<file path="src/design/bec_pkg.sv">
package bec_pkg;

  localparam int COORD_W     = 24;
  localparam int MAX_BOXES   = 64;
  localparam int BOX_IDX_W   = $clog2(MAX_BOXES);
  localparam int BOX_CNT_W   = 7;
  localparam int MAX_SAMPLES = 4096;
  localparam int CNT_W       = 13;
  localparam int STEP_W      = 16;
  localparam int MAG_W       = COORD_W;
  localparam int DIFF_W      = COORD_W + 1;
  localparam int SQ_W        = 2 * MAG_W + 2;
  localparam int LEN_W       = SQ_W / 2;
  localparam int NUM_W       = MAG_W + STEP_W;
  localparam int QUO_W       = STEP_W + 1;
  localparam int ACC_W       = COORD_W + 2;
  localparam int DIST_W      = 28;
  localparam int QUEUE_DEPTH = 2;

  localparam int APB_ADDR_W = 5;
  localparam int APB_DATA_W = 32;

  localparam logic [2:0] REG_WALK_STEP     = 3'd0;
  localparam logic [2:0] REG_BOX_COUNT     = 3'd1;
  localparam logic [2:0] REG_BORDER_LOW_X  = 3'd2;
  localparam logic [2:0] REG_BORDER_LOW_Y  = 3'd3;
  localparam logic [2:0] REG_BORDER_LOW_Z  = 3'd4;
  localparam logic [2:0] REG_BORDER_HIGH_X = 3'd5;
  localparam logic [2:0] REG_BORDER_HIGH_Y = 3'd6;
  localparam logic [2:0] REG_BORDER_HIGH_Z = 3'd7;

  typedef logic signed [COORD_W-1:0] coord_t;

  typedef struct packed {
    logic                 kind;
    logic [BOX_IDX_W-1:0] box_index;
    coord_t               first_x;
    coord_t               first_y;
    coord_t               first_z;
    coord_t               second_x;
    coord_t               second_y;
    coord_t               second_z;
  } in_item_t;

  typedef struct packed {
    logic             hits_obstacle;
    logic             leaves_border;
    logic [LEN_W-1:0] segment_length;
    logic [CNT_W-1:0] samples_taken;
    logic             truncated;
  } out_item_t;

  typedef struct packed {
    coord_t lo_x;
    coord_t lo_y;
    coord_t lo_z;
    coord_t hi_x;
    coord_t hi_y;
    coord_t hi_z;
  } box_t;

  localparam int BOX_W = $bits(box_t);

  typedef struct packed {
    logic [STEP_W-1:0]    walk_step;
    logic [BOX_CNT_W-1:0] box_count;
    coord_t               low_x;
    coord_t               low_y;
    coord_t               low_z;
    coord_t               high_x;
    coord_t               high_y;
    coord_t               high_z;
  } cfg_t;

  typedef struct packed {
    logic     is_check;
    in_item_t item;
  } q_entry_t;

endpackage

</file>
<file path="src/design/bec_item_if.sv">
interface bec_item_if;
  import bec_pkg::*;

  logic     valid;
  logic     ready;
  in_item_t payload;

  modport source (output valid, output payload, input ready);
  modport sink (input valid, input payload, output ready);
endinterface

</file>
<file path="src/design/bec_front.sv">
module bec_front (
  input  logic               clk,
  input  logic               rst,
  bec_item_if.sink           item,
  output bec_pkg::q_entry_t  qd,
  output logic               q_valid,
  input  logic               q_pop
);
  import bec_pkg::*;

  localparam int PTR_W = $clog2(QUEUE_DEPTH);
  localparam int FILL_W = $clog2(QUEUE_DEPTH + 1);

  q_entry_t          slots [QUEUE_DEPTH];
  logic [PTR_W-1:0]  wptr;
  logic [PTR_W-1:0]  rptr;
  logic [FILL_W-1:0] fill;
  logic              push;
  logic              pop;

  assign item.ready = (fill != FILL_W'(QUEUE_DEPTH));
  assign push = item.valid && item.ready;
  assign q_valid = (fill != '0);
  assign pop = q_pop && q_valid;
  assign qd = slots[rptr];

  // tag each beat so the back end knows a table write from a segment
  always_ff @(posedge clk) begin
    if (push) begin
      slots[wptr].is_check <= item.payload.kind;
      slots[wptr].item <= item.payload;
    end
  end

  always_ff @(posedge clk) begin
    if (rst) begin
      wptr <= '0;
      rptr <= '0;
      fill <= '0;
    end else begin
      if (push) begin
        wptr <= wptr + 1'b1;
      end
      if (pop) begin
        rptr <= rptr + 1'b1;
      end
      if (push && !pop) begin
        fill <= fill + 1'b1;
      end else if (pop && !push) begin
        fill <= fill - 1'b1;
      end
    end
  end
endmodule

</file>
<file path="src/flat_wrapper.sv">
// flat-port wrapper written by rule: the top's interface ports become plain ports
module bec_front_flat import bec_pkg::*;
  (clk, rst, qd, q_valid, q_pop, item_valid, item_payload, item_ready);
  bec_item_if item_i ();
  input  logic clk;
  input  logic rst;
  output bec_pkg::q_entry_t qd;
  output logic q_valid;
  input  logic q_pop;
  input wire logic [$bits(item_i.valid)-1:0] item_valid;
  input wire logic [$bits(item_i.payload)-1:0] item_payload;
  output wire logic [$bits(item_i.ready)-1:0] item_ready;
  assign item_i.valid = item_valid;
  assign item_i.payload = item_payload;
  assign item_ready = item_i.ready;
  bec_front u_core (.clk(clk), .rst(rst), .item(item_i), .qd(qd), .q_valid(q_valid), .q_pop(q_pop));
endmodule
</file>
<file path="config.mk">
export PLATFORM = sky130hd
export DESIGN_NAME = bec_front_flat
export DESIGN_NICKNAME = d
export VERILOG_FILES = /design/src/design/bec_pkg.sv /design/src/design/bec_item_if.sv /design/src/design/bec_front.sv /design/src/flat_wrapper.sv
export SDC_FILE = /design/constraint.sdc
export NUM_CORES = 1
export LEC_CHECK = 0
export BUFFER_PORTS_ARGS = -buffer_cell sky130_fd_sc_hd__buf_2
export CORE_MARGIN = 5
export CORE_UTILIZATION = 52
export CTS_CLUSTER_DIAMETER = 50
export DETAILED_ROUTE_END_ITERATION = 7
export PLACE_DENSITY = 0.84
export SLEW_MARGIN = 20
export SYNTH_ARGS = -nofsm -noshare
export SYNTH_HDL_FRONTEND = slang
export SYNTH_SLANG_ARGS = --single-unit
</file>
<file path="constraint.sdc">
create_clock -name clk -period 5.16 [get_ports clk]
set_input_delay 0.516 -clock clk [delete_from_list [all_inputs] [get_ports clk]]
set_output_delay 0.516 -clock clk [all_outputs]
set_load 0.02 [all_outputs]
</file>
# Yosys cells after proc, flatten, opt, wreduce, memory -nomap -nowiden
# Memory sizes are Yosys's and may differ from the RTL's. A register that Yosys moved wholly into a read port is not among the register bits.
# Cells that the tools add are included.
dict set report op_classes {
  addsub 4
  eq_ne 1
  mux 6
  n_reduce_logical 8
}
# cell n
set op_table {}
lappend op_table {{$logic_and A1 B1 Y1} 4}
lappend op_table {{$mux W1} 4}
lappend op_table {{$mux W2} 2}
lappend op_table {{$reduce_bool A2 Y1} 2}
lappend op_table {{$add A1 B1 Y1 const B} 2}
lappend op_table {{$add A2 B1 Y2 const B} 1}
lappend op_table {{$logic_not A1 Y1} 2}
lappend op_table {{$ne A2 B2 Y1 const B} 1}
lappend op_table {{$sub A2 B1 Y2 const B} 1}
dict set report word_totals {
  reg_bits 4
  ram_bits 304
  in_bits 155
  output_inout_bits 154
  wordCells 23
  n_memories 1
}
# name depth width read_ports rd_clocked_by_memory_dff write_ports line
set mem_list {}
lappend mem_list {u_core.slots 2 152 1 1 1 bec_front.sv:14} ;# q_entry_t slots [QUEUE_DEPTH];

# Longest topological paths before layout
dict set report logic_depth {
  ltp_word 6
  depth_mapped 6
  depth_no_buf 6
}

# Worst setup path before layout
# OpenSTA, ideal clock, no wires.
dict set report synth_timing {
  path_kind {flip-flop to flip-flop}
  from {reg u_core.fill[0]}
  to {mem u_core.slots[1][0] in the netlist's numbering (enable)}
  setup_ps 530
  arrival_ps 4239
  required_time_ps 4630
  path_slack_ps 391
  stages_incl_launch_ff 3
  path_buffers 0
  synth_period_minus_slack_ps 4769
  cell_sequence {dfxtp_1 nand2b_1 and3_1}
}
dict set report synth_via {
  elab_chain_cells 4
}
# element line
set synth_rtl {}
lappend synth_rtl {{start: declaration} bec_front.sv:17} ;# logic [FILL_W-1:0] fill;
lappend synth_rtl {{start signal: assignment} bec_front.sv:48} ;# fill <= fill + 1'b1;
lappend synth_rtl {{start signal: assignment} bec_front.sv:50} ;# fill <= fill - 1'b1;
lappend synth_rtl {{$ne A2 B2 Y1} bec_front.sv:21} ;# assign item.ready = (fill != FILL_W'(QUEUE_DEPTH));
lappend synth_rtl {{net item_ready} flat_wrapper.sv:12} ;# output wire logic [$bits(item_i.ready)-1:0] item_ready;
lappend synth_rtl {{$logic_and A1 B1 Y1} bec_front.sv:22} ;# assign push = item.valid && item.ready;
lappend synth_rtl {{$mux W1} bec_front.sv:29} ;# if (push) begin
lappend synth_rtl {{$mux W1 (implied by the code)} bec_front.sv:31} ;# slots[wptr].item <= item.payload;
lappend synth_rtl {{end: declaration} bec_front.sv:14}
# The timed path passes the listed nets, and every way through them passes these cells.

==> results <==
- The net count after synthesis is about 650.
- The combinational family with the most area after synthesis is multiplexers.
- The initial utilization of the core area, before any placement, comes to 0.527.
- After clock tree synthesis, the repair step resized 0 gates.
- The wire-length estimate of the detail-placed layout is 14600 um.
- Dividing the synthesized area by the synthesized cell count gives 23.2 um^2.
- Dividing the final minimum period by the clock period gives 0.617.
- The total negative slack for setup checks is 0 ns.
- The number of hold violations in the final report is 0.
- The fraction of synthesized area in multiplexers is 0.177.
- The die covers 0.0252 mm^2.
- The core occupancy in the finished layout is 0.655.
- The clock input transition at the sequential cells of the worst setup and hold paths is approximately 0.060 ns.
- The setup fix buffers added after clock tree synthesis is 0.
- The post-route DRC violation count is 0.
- Setup repair after global routing left no endpoint under its margin.
- After detailed placement, the design holds a cell count of 1070.
- Synthesis produced a netlist whose cell count is 495.
- The total of fill cells in the finished design is 1464.
- The critical path required time is 4.64 ns.
- Ranked by total cell area, the synthesized netlist is headed by sky130_fd_sc_hd__edfxtp_1 (79%), sky130_fd_sc_hd__mux2_4 (12%), sky130_fd_sc_hd__mux2_2 (6.0%).
- The final net count is 978.
- The clock tree skew after final layout is 0.0190 ns.
- The number of stages on the worst hold path is 1.
- The cell chosen for the clock root is sky130_fd_sc_hd__clkbuf_16.
- The flow ran to the end, and the final reports show no timing, DRC or antenna violations.
- The startpoint identified for the worst hold timing path is item_payload[46].
- After the flow finishes, the layout carries non-filler instances totaling between 1000 and 1500.
- In the final routed layout, each cell accounts on average for 19.3 um.
- The adder and majority cell fraction of the synthesized area is 0.00109.
- The data arrival at the endpoint of the critical path is roughly 2.7 ns.
- The longest clock path from root to sink contains 3 buffers.
- The hold path endpoint is u_core.slots[1][46].
- The post-synthesis compound-gate area fraction came to 0.00261.
- For this run, asynchronously set or reset flops after synthesis account for 0.
- The ratio of total power to cell area is 518 mW/mm^2.
- The number of violations reported at the end of detailed-routing iteration 0 is 327.
- The number of antenna violations at the first check in global routing is 1.
- After routing the design area is 0.0143 mm^2.
- The last weighted congestion value of the routability-driven placer is 0.771.
- The worst setup path is captured at a primary output.
- The proportion of netlist area held by the largest area contributor is 0.789.
- The die width is 159 um.
- The analysis attributes to cell leakage a power of 0.00552 uW.
- Entering global routing, the biggest net connects 77 pins.
- Of the synthesized area, sequential elements account for 0.798.
- The sink count of the clock tree is between 300 and 400.
- In this design, the stage delay of the slowest critical-path cell is 0.92 ns.
- The number of global-route vias before repair was around 5900.
- In this run the cell area of the synthesized design comes to approximately 0.011 mm^2.
- Setup violations remaining at the end of the flow were counted as 0.
- The latest clock arrival within the worst-skew pair is 0.54 ns.
- In the final layout, the share of cells above drive strength 1 is 0.609.
- Among all stages on the critical path, the largest delay is contributed by sky130_fd_sc_hd__dfxtp_4.
- The endpoint of the most critical register-to-register path is u_core.slots[0][97].
- The global routing usage summed across all routing layers is 0.164.
- Before antenna repair, the detailed router went through 5 iterations.
- By startpoint and endpoint, the worst setup path is classified as reg2out.
- The global-route wire length before repair is around 32000 um.
- Summed over all instances, the cell type with the most area after synthesis is sky130_fd_sc_hd__edfxtp_1.
- Clock tree synthesis inserted a total of 30 buffers.
- The path class of the lowest-slack min-delay path is in2reg.
- The count of buffers added on input and output ports is roughly 310.
- The detail route stage leaves a number of antenna-violating nets equal to 0.
- The flip-flop and latch count after synthesis is 307.
- The largest driver fanout on the critical path is 56.
- In the synthesized netlist the dominant register cell turns out to be sky130_fd_sc_hd__edfxtp_1.
- The final setup slack of the worst path is roughly 2 ns.
- The core box area is approximately 0.022 mm^2.
- The I/O pin total is 309.
- The post-synthesis simple-gate area fraction is 0.00436.
- The cts-stage hold buffer count is 0.
- The shortest period the worst path allows is between 3 and 4 ns.
- The worst slew slack as a fraction of its limit is 0.312.
- 0 antenna diodes ended up in the layout.
- The number of levels the H-tree was split into is 1.
- The post-synthesis cell type count is 20.
- The final layout contains routed wiring with a total length of 21700 um.
- The via-per-instance ratio is 5.08.
- Detailed routing inserted a total of ~5700 vias.
- The setup check on the worst reg-to-reg path leaves a slack of about 2.8 ns.
- The number of warnings reported in the yosys synthesis log is 0.
- The transition time of the tightest slew-check pin is 1.03 ns.
- Summed over all layers, the global routing overflow is 0.
- The die height is 159 um.
- The worst register-to-register path has a depth of 4.
- The total of max-cap violations is 0.
- The worst setup path is launched from a flip-flop.
- In this run the critical register-to-register path is launched from u_core.fill[0].
- The parity-gate share of the synthesized area counting xor and xnor cells is 0.00229.
- For this run, the top clock speed supported by timing is ~0.31 GHz.
- Timing analysis after detailed placement gives a worst setup slack of 2.50 ns.
- The cell row count is 54.
- The CTS tree is done.
- By count the netlist is led by sky130_fd_sc_hd__edfxtp_1 (302), sky130_fd_sc_hd__mux2_4 (90), sky130_fd_sc_hd__mux2_2 (61).
- From synthesis to final layout, the design area changed by 24.4%.
- The most common cell in the synthesized netlist is sky130_fd_sc_hd__edfxtp_1.
- The maximum vdd ir drop is 414 uV.
- The number of flops mapped to enable cells by yosys is 302.
- The critical path goes through buf_4 > mux2_2 > buf_2.
- The number of pins with negative max-slew slack in the final report was 0.
- The instance area after placement is 0.0133 mm^2.
where the power goes:
group,internal (uW),switching (uW)
sequential,3120,149
combinational,865,1120
clock,1290,854
total,5270,2120
worst max-delay path by stage:
stage | to | slack, ns | depth (start not counted)
6_report | qd[15] | 1.98 | 3
3_5_place_dp | qd[15] | 2.50 | 3
3_3_place_gp | qd[13] | 2.54 | 3
2_1_floorplan | u_core.slots[1][0] | 0.39 | 2
4_1_cts | qd[15] | 1.92 | 3
5_1_grt | qd[15] | 1.84 | 3
per-layer routing:
metal,track usage,wire length [um]
met5,0,7
met4,0.0402,332
met3,0.0394,1910
met2,0.281,11000
met1,0.213,8460
layout make-up:
type,instances,area (um^2),area share
inverter,1,8.76,0.000613
sequential,307,9170,0.642
timing repair buffer,313,1600,0.112
clock buffer,34,787,0.0551
tap,280,350,0.0245
clock inverter,21,206,0.0144
multi-input combinational,169,2160,0.151
metrics by stage:
stage / hold WS, ns / total power, uW
global placement: 0.482 / 5300
detailed placement: 0.498 / 5340
floorplan: 0.471 / 4780
finish: 0.165 / 7400
global route: 0.143 / 7720
CTS: 0.139 / 7490
registers in the layout, indices dropped and copies added, names as in the netlist, named ones only:
register,count
u_core.slots,302
u_core.wptr,1
u_core.rptr,1
u_core.fill,2
cells by family after synthesis:
logic type	after synthesis
DFF	307
muxes	151
buffers and inverters	19
and+or+nand+nor	9
AOI/OAI and AO/OA	5
xor gates and xnor gates	3
adders and majority gates	1
critical path: cells and delay by family (launching register included):
kind / cells / cell delay [ns]
buffers and inverters: 2 / 0.72
muxes: 1 / 0.40
DFF: 1 / 0.92
cells in the final DEF, fill, tap and decap left out:
master                       Yosys  layout
sky130_fd_sc_hd__buf_12          0       2
sky130_fd_sc_hd__inv_6           0       1
sky130_fd_sc_hd__nor2_1          3       3
sky130_fd_sc_hd__or2_2           1       1
sky130_fd_sc_hd__clkinvlp_4      0       2
sky130_fd_sc_hd__clkbuf_1        0       3
sky130_fd_sc_hd__a21oi_1         2       2
sky130_fd_sc_hd__clkinv_2        0       8
sky130_fd_sc_hd__clkbuf_16       0      31
sky130_fd_sc_hd__mux2_2         61      61
sky130_fd_sc_hd__buf_4           1       3
sky130_fd_sc_hd__buf_2           6     308
sky130_fd_sc_hd__ha_1            1       1
sky130_fd_sc_hd__dfxtp_1         5       4
sky130_fd_sc_hd__mux2_4         90      90
sky130_fd_sc_hd__and3_4          0       1
sky130_fd_sc_hd__clkinv_1        0       6
sky130_fd_sc_hd__nand3b_1        1       1
sky130_fd_sc_hd__nand2b_1        1       1
sky130_fd_sc_hd__and2_1          1       1
sky130_fd_sc_hd__xor2_1          3       3
sky130_fd_sc_hd__o21ai_0         2       2
sky130_fd_sc_hd__bufinv_16       0       4
sky130_fd_sc_hd__edfxtp_1      302     302
sky130_fd_sc_hd__dfxtp_4         0       1
sky130_fd_sc_hd__or3_1           1       1
sky130_fd_sc_hd__clkinv_4        0       1
sky130_fd_sc_hd__a21bo_2         1       1
(Power assumes the default switching activity.)
